`src/design/stbs_pkg.sv`:
```
// Shared types and constants for the sorted table binary search core.
`timescale 1ns / 1ps
`default_nettype none

package stbs_pkg;

    localparam int STATION_W = 17;
    localparam int INDEX_W   = 11;
    localparam int COUNT_W   = 12;
    localparam int STEP_W    = 11;
    localparam int ROUND_W   = 3;

    localparam logic [ROUND_W-1:0] GIVE_UP_ROUNDS = 3'd3;

    localparam logic FUNC_WRITE  = 1'b0;
    localparam logic FUNC_SEARCH = 1'b1;

    typedef struct packed {
        logic                 func;
        logic [INDEX_W-1:0]   entry_index;
        logic [STATION_W-1:0] station_number;
    } t_cmd;

    typedef struct packed {
        logic               found;
        logic [COUNT_W-1:0] position;
    } t_result;

    typedef struct packed {
        logic wr;
        logic load;
        logic rd;
        logic hit;
        logic adv;
    } t_dp_ctrl;

    typedef struct packed {
        logic empty;
        logic hit;
        logic give_up;
    } t_dp_stat;

endpackage

`default_nettype wire

```
`src/design/stbs_controller.sv`:
```
// Controller: state machine that sequences table writes and search probes.
`timescale 1ns / 1ps
`default_nettype none

module stbs_controller (
    input  wire logic                 i_clk,
    input  wire logic                 i_rst_n,
    input  wire logic                 start,
    input  wire logic                 i_func,
    input  wire stbs_pkg::t_dp_stat   i_stat,
    output stbs_pkg::t_dp_ctrl        o_ctrl,
    output logic                      busy,
    output logic                      o_result_valid
);

    typedef enum logic [3:0] {
        ST_IDLE  = 4'b0001,
        ST_FETCH = 4'b0010,
        ST_EVAL  = 4'b0100,
        ST_DONE  = 4'b1000
    } t_state;

    t_state r_state;
    t_state n_state;

    always_comb begin
        n_state = r_state;
        o_ctrl  = '0;
        case (r_state)
            ST_IDLE: begin
                if (start) begin
                    if (i_func == stbs_pkg::FUNC_WRITE) begin
                        o_ctrl.wr = 1'b1;
                    end else begin
                        o_ctrl.load = 1'b1;
                        n_state = i_stat.empty ? ST_DONE : ST_FETCH;
                    end
                end
            end
            ST_FETCH: begin
                o_ctrl.rd = 1'b1;
                n_state   = ST_EVAL;
            end
            ST_EVAL: begin
                if (i_stat.hit) begin
                    o_ctrl.hit = 1'b1;
                    n_state    = ST_DONE;
                end else if (i_stat.give_up) begin
                    n_state = ST_DONE;
                end else begin
                    o_ctrl.adv = 1'b1;
                    n_state    = ST_FETCH;
                end
            end
            ST_DONE: begin
                n_state = ST_IDLE;
            end
            default: begin
                n_state = ST_IDLE;
            end
        endcase
    end

    always_ff @(posedge i_clk) begin
        if (!i_rst_n) begin
            r_state <= ST_IDLE;
        end else begin
            r_state <= n_state;
        end
    end

    assign busy           = (r_state != ST_IDLE);
    assign o_result_valid = (r_state == ST_DONE);

endmodule

`default_nettype wire

```
`config.mk`:
```
export PLATFORM = sky130hd
export DESIGN_NAME = stbs_controller
export DESIGN_NICKNAME = d
export VERILOG_FILES = /design/src/design/stbs_pkg.sv /design/src/design/stbs_controller.sv
export SDC_FILE = /design/constraint.sdc
export NUM_CORES = 1
export LEC_CHECK = 0
export ABC_AREA = 1
export BUFFER_PORTS_ARGS = -buffer_cell sky130_fd_sc_hd__clkbuf_2
export CAP_MARGIN = 20
export CORE_AREA = 3 3 40 42
export CTS_CLUSTER_DIAMETER = 150
export DETAILED_ROUTE_END_ITERATION = 12
export DIE_AREA = 0 0 43 45
export HOLD_SLACK_MARGIN = 0.08
export SETUP_SLACK_MARGIN = 0.1
export SLEW_MARGIN = 20
export SYNTH_ARGS = -nofsm -noshare
export SYNTH_HDL_FRONTEND = slang
export SYNTH_SLANG_ARGS = --single-unit
```
`constraint.sdc`:
```
create_clock -name i_clk -period 1.1 [get_ports i_clk]
set_clock_uncertainty 0.1 [all_clocks]
set_input_delay 0.22 -clock i_clk [delete_from_list [all_inputs] [get_ports i_clk]]
set_output_delay 0.22 -clock i_clk [all_outputs]
set_load 0.01 [all_outputs]
```
Yosys cells after proc, flatten, opt, wreduce, memory -nomap -nowiden
Index checks and enable logic that the tools add are counted.
{"block": "totals", "ff_bits": 4, "latchBits": 0, "ramBits": 0, "romBits": 0, "in_bits": 7, "wordCells": 24, "mem_count": 0}
{"block": "op_classes", "add_sub_neg": 0, "n_mul": 0, "div": 0, "order_cmp": 0, "n_eq_ne": 7, "shift": 0, "mux": 15, "bitwise_logic": 0, "reduce_logical": 1}
{"operator": "$mux 4", "n": 5}
{"operator": "$pmux 4 s3", "n": 1}
{"operator": "$mux 1", "n": 6}
{"operator": "$mux 2", "n": 3}
{"operator": "$eq 4x1->1 const B", "n": 1}
{"operator": "$eq 4x2->1 const B", "n": 1}
{"operator": "$eq 4x3->1 const B", "n": 1}
{"operator": "$eq 4x4->1 const B", "n": 1}
{"operator": "$ne 2x2->1 const B", "n": 2}
{"operator": "$ne 4x1->1 const B", "n": 1}
{"operator": "$reduce_and 2->1", "n": 1}

Depth between registers and ports, before layout
{"block": "depth", "word_depth": 4, "mapped_depth": 6}

Least setup slack after synthesis
No wires, ideal clock.
{"block": "synth_path", "path_kind": "reg-to-output", "start": "register r_state[3]", "end": "output o_ctrl[4] in the netlist's numbering", "t_arrival_ps": 857, "required_time_ps": 780, "setup_slack_ps": -77, "stages_incl_launch_ff": 4, "path_cell_list": "dfxtp_1 > nor2_2 > nand2_2 > nor3b_2"}
{"element": "start: declaration", "line": "stbs_controller.sv:23", "rtl": "t_state r_state;"}
{"element": "start signal: assignment", "line": "stbs_controller.sv:68", "rtl": "r_state <= n_state;"}
{"element": "end: declaration", "line": "stbs_controller.sv:11", "rtl": "output stbs_pkg::t_dp_ctrl o_ctrl,"}

==> qor.csv <==
metric,value,unit
Clock Sinks,4,
CTS tree,yes,
Unique masters post-synth,8,
Worst Tran Pin Value,0.181,ns
total of max-cap violations,0,
GRT Resource Usage Total,0.0808,
CTS max path bufs,2,
fin nets,76,
die area,1940,sq um
max FFs per register,4,
Worst R2R End,r_state[3],
First-pass DRT Iterations,2,
initial core utilization,0.193,
P_sw,0.000213,W
PnR worst setup slack,-0.310,ns
"Seq/Total Area, Yosys",0.323,
Worst R2R Path Depth,7,
Total Wirelength,659,microns
Synthesized Nets,48,
Port Buffers,13,
main combinational cell family by area after synthesis,simple AND/OR/NAND/NOR gates,
post-route minimum period,1.41,ns
total power,0.000641,W
clock network power share,0.275,
Vert. Die Dim,45,microns
critical path type,register to output port,
synthesized cell area,248,sq um
Slew headroom,0.879,
mean post-synth cell area,6.04,sq um
Top reg by flops,r_state,
max-slew violation count,0,
"antenna viol nets, final",0,
Post-DP Area,395,sq um
worst vdd ir,0.692,mV
CP max stage delay,0.34,ns
DRC violations left,0,
Worst Path Max Fanout,3,
Yosys top cell by area,dfxtp_1,
Horiz. Die Dim,43,microns
Worst setup startpoint,r_state[1],
simple-gate share of the synthesized area,0.556,
highest routed layer,met3,
worst path required time,0.78,ns
Flop pwr share,0.286,
sw frac,0.332,
n_diodes,0,
initial antenna violation count,0,
Root Buffer,clkbuf_4,
nature of the critical path endpoint,output port,
PD cells,1390,nW/um^2
synth top area cells,"dfxtp_1 (32%), nand3_1 (16%), inv_1 (12%), nand2_1 (12%), nor2_1 (12%)",
Setup TNS Final,-2.35,ns
Synth Area in XOR/XNOR,0,
mux contribution to synthesized area,0,
Compound-Gate Fraction of Synth Area,0,
io pins,14,
final hold violation count,0,
Metal-1 WL,306,microns
combinational fraction of design power,0.439,
Post-Syn Instances,41,
failing checks,setup timing,
vias in the first global route,296,
Via density,3.93,
total grt overflow,0,
row cnt,13,
Max H-tree Level,1,
fmax,0.709,GHz
metal3 WL,73,microns
worst r2r src,r_state[1],
Worst-Skew Late Latency,0.23,ns
RSZ-0062 raised after global routing,yes,
biggest regs,r_state: 4 flops,
share of layout cells above drive strength 1,0.582,
cell internal pwr,0.000429,W
gp weighted congestion,0.756,
vias after detailed routing,322,
Worst setup endpoint,o_ctrl[4],
reg2reg setup slack,-0.18,ns
final setup fails,10,
Hold Path Class,input pin to register,
"Cell Chain, Critical Path",nor2_4 -> nand2_4 -> nor3b_4 -> buf_2,
fillers,145,
Adder-Cell Fraction of Synth Area,0,
met2 routed WL,280,microns
final std cells w/o fill,82,
Worst-path clk slew,0.04,ns
CP Launch Type,register,
1st-iter DRT viols,4,
Leakage,0.268,nW
Yosys Warn Count,0,
synth-to-layout area growth,86.4,%
first-pass GRT wire length,1100,microns
fin crit share,1.28,
#FFs+latches synth,4,
top-area cell type share of the netlist area,0.323,
Crit-path slowest cell,dfxtp_1,
arrival time of the worst setup path,1.09,ns
placed cells,74,
post-route cell area,462,sq um
DR WL/cell,8.04,microns
CTS Buf Count,3,
largest net degree at the start of global routing,5,
status,"finished, violations left",
core area,1280,sq um
HPWL after DPL,518,microns
==> power by group through the flow <==
| stage | combinational [W] | clock (W) | sequential [W] |
|---|---|---|---|
| 6_report | 0.000281 | 0.000177 | 0.000184 |
| 5_1_grt | 0.000309 | 0.000199 | 0.000187 |
| 3_5_place_dp | 0.000230 | 0 | 0.000185 |
| 3_3_place_gp | 0.000225 | 0 | 0.000184 |
| 2_1_floorplan | 0.000153 | 0 | 0.000182 |
| 4_1_cts | 0.000268 | 0.000191 | 0.000184 |
==> worst min-delay path by stage <==
stage / start / to / slack, ns / depth (start not counted)
after global placement: i_rst_n / r_state[0] / 0.31 / 2
after detailed placement: i_rst_n / r_state[0] / 0.32 / 2
after CTS: i_rst_n / r_state[0] / 0.08 / 2
final: i_rst_n / r_state[0] / 0.09 / 2
after global routing: i_rst_n / r_state[0] / 0.08 / 2
after floorplan: i_rst_n / r_state[0] / 0.20 / 1
==> metal layers <==
| metal | vias up | track usage |
|---|---|---|
| li1 | 177 | - |
| met1 | 135 | 0.0867 |
| met2 | 10 | 0.114 |
| met3 | 0 | 0.0677 |
| met4 | 0 | 0.0361 |
| met5 | - | 0 |
==> through the flow <==
| step | utilization | hold slack (ns) | setup WS [ns] |
|---|---|---|---|
| detailed placement | 0.308 | 0.324 | -0.131 |
| CTS | 0.353 | 0.0822 | -0.331 |
| global placement | 0.308 | 0.312 | -0.122 |
| floorplan | - | 0.204 | -0.0284 |
| finish | 0.359 | 0.0855 | -0.310 |
| global route | 0.359 | 0.0824 | -0.389 |
==> worst max-delay path, delay by kind of cell (launching register included) <==
| kind | cells | cell delay [ns] |
|---|---|---|
| flip-flops | 1 | 0.34 |
| buffers and inverters | 1 | 0.15 |
| AND/OR/NAND/NOR | 3 | 0.37 |
==> kinds of logic after synthesis <==
family | after synthesis
buffers and inverters | 8
DFF | 4
and+or+nand+nor | 29
==> layout make-up <==
cell class              count  area, sq um  area share
inverters                   8         30.0      0.0650
flip-flops and latches      4         86.3       0.187
multi-input cells          29          164       0.355
repair buffers             23          140       0.304
well taps                  15         18.8      0.0407
clock buffers               3         22.5      0.0488
==> placed cells by master (no fill, tap or decap) <==
| master | instances |
|---|---|
| clkbuf_2 | 11 |
| buf_4 | 10 |
| nand3_1 | 8 |
| nand2_1 | 8 |
| nor2_1 | 6 |
| inv_1 | 5 |
| inv_2 | 3 |
| nor2_2 | 3 |
| clkbuf_4 | 3 |
| nor2_4 | 2 |
| buf_2 | 2 |
| dfxtp_2 | 2 |
| nand2_4 | 1 |
| nor3b_4 | 1 |
| dfxtp_1 | 1 |
| dfxtp_4 | 1 |
==> timing repair <==
item / in CTS / in global routing
hold endpoints to repair: 0 / 0
setup buffers: 4 / 1
gates resized for setup: 4 / 2
setup endpoints to repair: 11 / 11
pin swaps: 6 / 0
hold buffers: 0 / 0
==> synthesized netlist by cell type (all sizes together) <==
| library cell | number |
|---|---|
| nand2 | 9 |
| nand3 | 8 |
| nor3b | 1 |
| nor2 | 11 |
| inv | 8 |
| dfxtp | 4 |
No activity file was read; power rests on OpenSTA's default activity.
